===== src/hw/rtl/pgw_ram.sv =====
// Generic single-port RAM with registered read data.
// No dependencies.
module pgw_ram #(
    parameter int WIDTH = 8,
    parameter int DEPTH = 16
) (
    input  logic                     clk,
    input  logic                     en,
    input  logic                     we,
    input  logic [$clog2(DEPTH)-1:0] addr,
    input  logic [WIDTH-1:0]         wdata,
    output logic [WIDTH-1:0]         rdata
);

    logic [WIDTH-1:0] mem_reg [DEPTH];
    logic [WIDTH-1:0] rdata_reg;

    always_ff @(posedge clk)
    begin
        if (en)
        begin
            if (we)
            begin
                mem_reg[addr] <= wdata;
            end
            else
            begin
                rdata_reg <= mem_reg[addr];
            end
        end
    end

    assign rdata = rdata_reg;

endmodule


===== config.mk =====
export PLATFORM = sky130hd
export DESIGN_NAME = pgw_ram
export DESIGN_NICKNAME = d
export VERILOG_FILES = /design/src/hw/rtl/pgw_ram.sv
export SDC_FILE = /design/constraint.sdc
export NUM_CORES = 1
export LEC_CHECK = 0
export CAP_MARGIN = 20
export CORE_ASPECT_RATIO = 0.6
export CORE_MARGIN = 1.5
export CORE_UTILIZATION = 53
export CTS_BUF_LIST = sky130_fd_sc_hd__clkbuf_8
export CTS_CLUSTER_DIAMETER = 120
export DETAILED_ROUTE_END_ITERATION = 16
export DONT_BUFFER_PORTS = 1
export PLACE_DENSITY = 0.66
export SYNTH_ARGS = -nofsm -noshare
export SYNTH_HDL_FRONTEND = slang
export SYNTH_SLANG_ARGS = --single-unit
export TNS_END_PERCENT = 30

===== constraint.sdc =====
create_clock -name clk -period 2.2 [get_ports clk]
set_input_delay 0.22 -clock clk [delete_from_list [all_inputs] [get_ports clk]]
set_output_delay 0.22 -clock clk [all_outputs]
set_load 0.01 [all_outputs]

== Word-level counts from Yosys, hierarchy flattened ==
Memory sizes are Yosys's and may differ from the RTL's. A register that Yosys moved wholly into a read port is not among the register bits.
Index checks and enable logic that the tools add are counted.

* Output and inout bits: 8
* Logic and storage cells: 6
* Bits of input ports: 15
* Bits in registers: 0
* RAM bits: 128
* Memories kept: 1

* Bitwise operators: 1
* Multiplexer cells: 3
* Reduce and logical (&&, ||, !) cells: 1

{| class="wikitable"
|+ Memories
! name !! words !! bits a word !! rd ports !! clocked after memory_dff !! wr ports !! RTL line !! text
|-
| mem_reg || 16 || 8 || 1 || 1 || 1 || 15 || <nowiki>logic [WIDTH-1:0] mem_reg [DEPTH];</nowiki>
|}

{| class="wikitable"
|+ Operator list
! kind !! count
|-
| 1-bit two-way mux || 3
|-
| 2-bit AND reduction || 1
|-
| 1-bit inverter || 1
|}

== Depth between registers and ports, before layout ==
* Depth in word-level cells: 3
* Mapped depth: 5
* Mapped depth without buffers: 3

== Worst setup path before layout ==
No wires, ideal clock.

* Path type: input to register
* Start: input port addr[0]
* End: memory mem_reg[0][0] (enable)
* Data required time: 1.817 ns
* Path slack: 0.258 ns
* Buffers on the path: 2
* Data arrival time: 1.559 ns
* Setup time: 0.383 ns
* Cell stages on the path: 4
* Cell sequence: buf_6 > buf_2 > or3_1 > nor3_1

{| class="wikitable"
|+ RTL lines
! what !! RTL line !! text
|-
| start, declared || 10 || <nowiki>input logic [$clog2(DEPTH)-1:0] addr,</nowiki>
|-
| end, declared || 15 ||
|}

Straight into the memory's write port.

==> results.py <==
metrics = {
    "clock_network": {
        "clock-sinks": 136,
        "cts_tree": "built",
        "clock_path_buffers": 2,
        "clock_latency_ps": 420,
        "cts_resized": 0,
        "cts_buffers": 17,
        "ctsHoldBuffers": 10,
        "clk_pin_slew_ps": 70,
        "cts.htree.levels": 4,
        "clockRootBuffer": "clkbuf_8",
        "cts_setup_buffers": 0,
    },
    "worst_hold_path": {
        "min_path_cells": 3,
        "hold_path_startpoint": "addr[1]",
        "hp-class": "input pin to register",
        "hold_end": "rdata[1]$_DFFE_PP_",
    },
    "timing": {
        "period_share_pct": 71.0,
        "finalHoldViolCount": 0,
        "hold_slack_ps": 168,
        "skew_ps": 5.78,
        "tightest_slew_ps": 782,
        "fin_crit_ps": 1560,
        "fmax_mhz": 640,
        "finalSetupTns_ps": 0,
        "slew-limit-headroom_pct": 47.8,
        "drv_slew": 0,
        "setup_viol": 0,
        "setup_ws_ps": 637,
        "rsz0062_at_grt": "false",
    },
    "worst_setup_path": {
        "critPathRequiredTime_ps": 2380,
        "r2r_end": "rdata[2]$_DFFE_PP_",
        "crit_arrival_ps": 1740,
        "cp_max_fo": 1,
        "worstSetupStartpointType": "register",
        "setup.worst_path.class": "register to register",
        "reg2reg_slack_ps": 640,
        "ff2ff_path_depth": 3,
        "crit_path_end_kind": "register",
        "r2r-start": "mem_reg[2][2]$_DFFE_PP_",
    },
    "grt": {
        "grtUsageTotal_pct": 22.0,
        "grt_pass1_wl_um": 15400,
        "overflow": 0,
        "antenna_found_initial": 1,
        "grt_pass1_vias": 2398,
        "grt_max_degree": 37,
    },
    "cells_and_area": {
        "drive_gt1_share_pct": 18.8,
        "nets": 282,
        "register_area_um2": 4080,
        "fill_cells": 695,
        "mostFrequentLayoutCells": "136 x edfxtp_1, 17 x clkbuf_8, 17 x buf_4",
        "n_antenna_cell": 0,
        "largest_reg_flops": 128,
        "syn_to_final_growth_pct": 11.3,
        "fin_area_um2": 5830,
        "layout_commonest_cell": "edfxtp_1",
        "multi_input_area_um2": 1070,
    },
    "synthesis": {
        "postSynthAreaPerCell_um2": 22.4,
        "synth_seq_cells": 136,
        "synth_warnings": 0,
        "synth_area_um2": 5240,
        "yosysSeqAreaShare_pct": 78.0,
        "syn-instance-count": 234,
        "synth_nets": 249,
        "yosysUniqueCellTypes": 18,
    },
    "drt": {
        "vias_per_cell": 6.05,
        "drtPass1Iterations": 4,
        "num_vias": 2463,
        "drt_iter0_drc": 294,
        "drt_wl_total_um": 10600,
        "post_drt_wl_per_cell_um": 26.0,
        "drc": 0,
        "ant_nets": 0,
    },
    "floorplan": {
        "start_util_pct": 55.8,
        "rows": 27,
        "core_area_um2": 9390,
        "die_area_um2": 10500,
        "die_w_um": 131,
        "fp.dieH_um": 80,
        "num_io_pins": 23,
    },
    "placed_design": {
        "port_buffers": 0,
        "pre_cts_ws_ps": 639,
        "place_hpwl_um": 6480,
        "placedInstanceArea_um2": 5450,
        "place_congestion": 0.744,
    },
    "run": {
        "max_cap_violations": 0,
    },
    "pwr": {
        "cellLeakagePower_uw": 0.00190,
        "finalPower_uw": 4620,
        "vdd_ir_drop_max_mv": 0.502,
        "powerDensity_nw_per_um2": 792,
    },
    "run_status": {
        "status": "completed",
    },
}
-- metrics by stage --
step / util (%) / instances
after floorplan: - / 234
after global placement: 58.0 / 368
after detailed placement: 58.0 / 368
after CTS: 62.1 / 407
after global routing: 62.1 / 407
final: 62.1 / 407
-- power by group --
part           switching [uW]  internal [uW]
registers                13.4           2890
logic                     110           90.4
clock network             804            711
-- kinds of logic after synthesis --
logic type	Yosys count	share of synthesized area, %
buffers and inverters	13	1.50
AOI/OAI and AO/OA	16	2.29
muxes	32	14.9
DFF	136	78.0
and+or+nand+nor	37	3.32
-- worst max path at each step --
stage,from,slack (ps),end
finish,mem_reg[2][2]$_DFFE_PP_,640,rdata[2]$_DFFE_PP_
global route,mem_reg[2][1]$_DFFE_PP_,570,rdata[1]$_DFFE_PP_
CTS,mem_reg[3][2]$_DFFE_PP_,640,rdata[2]$_DFFE_PP_
detailed placement,mem_reg[3][2]$_DFFE_PP_,640,rdata[2]$_DFFE_PP_
global placement,mem_reg[10][7]$_DFFE_PP_,670,rdata[7]$_DFFE_PP_
floorplan,addr[0],260,mem_reg[0][0]$_DFFE_PP_
-- routing by layer --
layer  GRT usage [%]  up-vias  part of all wire [%]
li1                -     1062                     -
met1            33.0     1286                    44
met2            29.4      109                    44
met3            7.37        4                    11
met4            9.44        2                  0.27
met5               0        -                 0.095
-- worst max-delay path, stage by stage (launching register included) --
cell and delay [ps]:
edfxtp_1 360, mux4_1 600, a22oi_1 280, nand2_1 80
-- area by class of cell --
class / count / area share (%)
multi-input combinational: 85 / 18.4
timing repair buffer: 27 / 3.91
clock inverter: 12 / 0.815
sequential: 136 / 70.0
clock buffer: 17 / 4.01
tap: 130 / 2.79
-- synth_stat cells (all sizes together) --
master  number  area (um2)
nor2b        3        18.8
nand2b       2        12.5
a22oi       16         120
edfxtp     136        4080
nor2        13        48.8
and2         1        6.26
clkbuf       5        18.8
buf          8        60.1
nand4b       2        17.5
mux4        32         781
or3          1        6.26
nor3         4        20.0
nand4        1        6.26
nand2       10        37.5
Power figures use the tool's default switching activity.
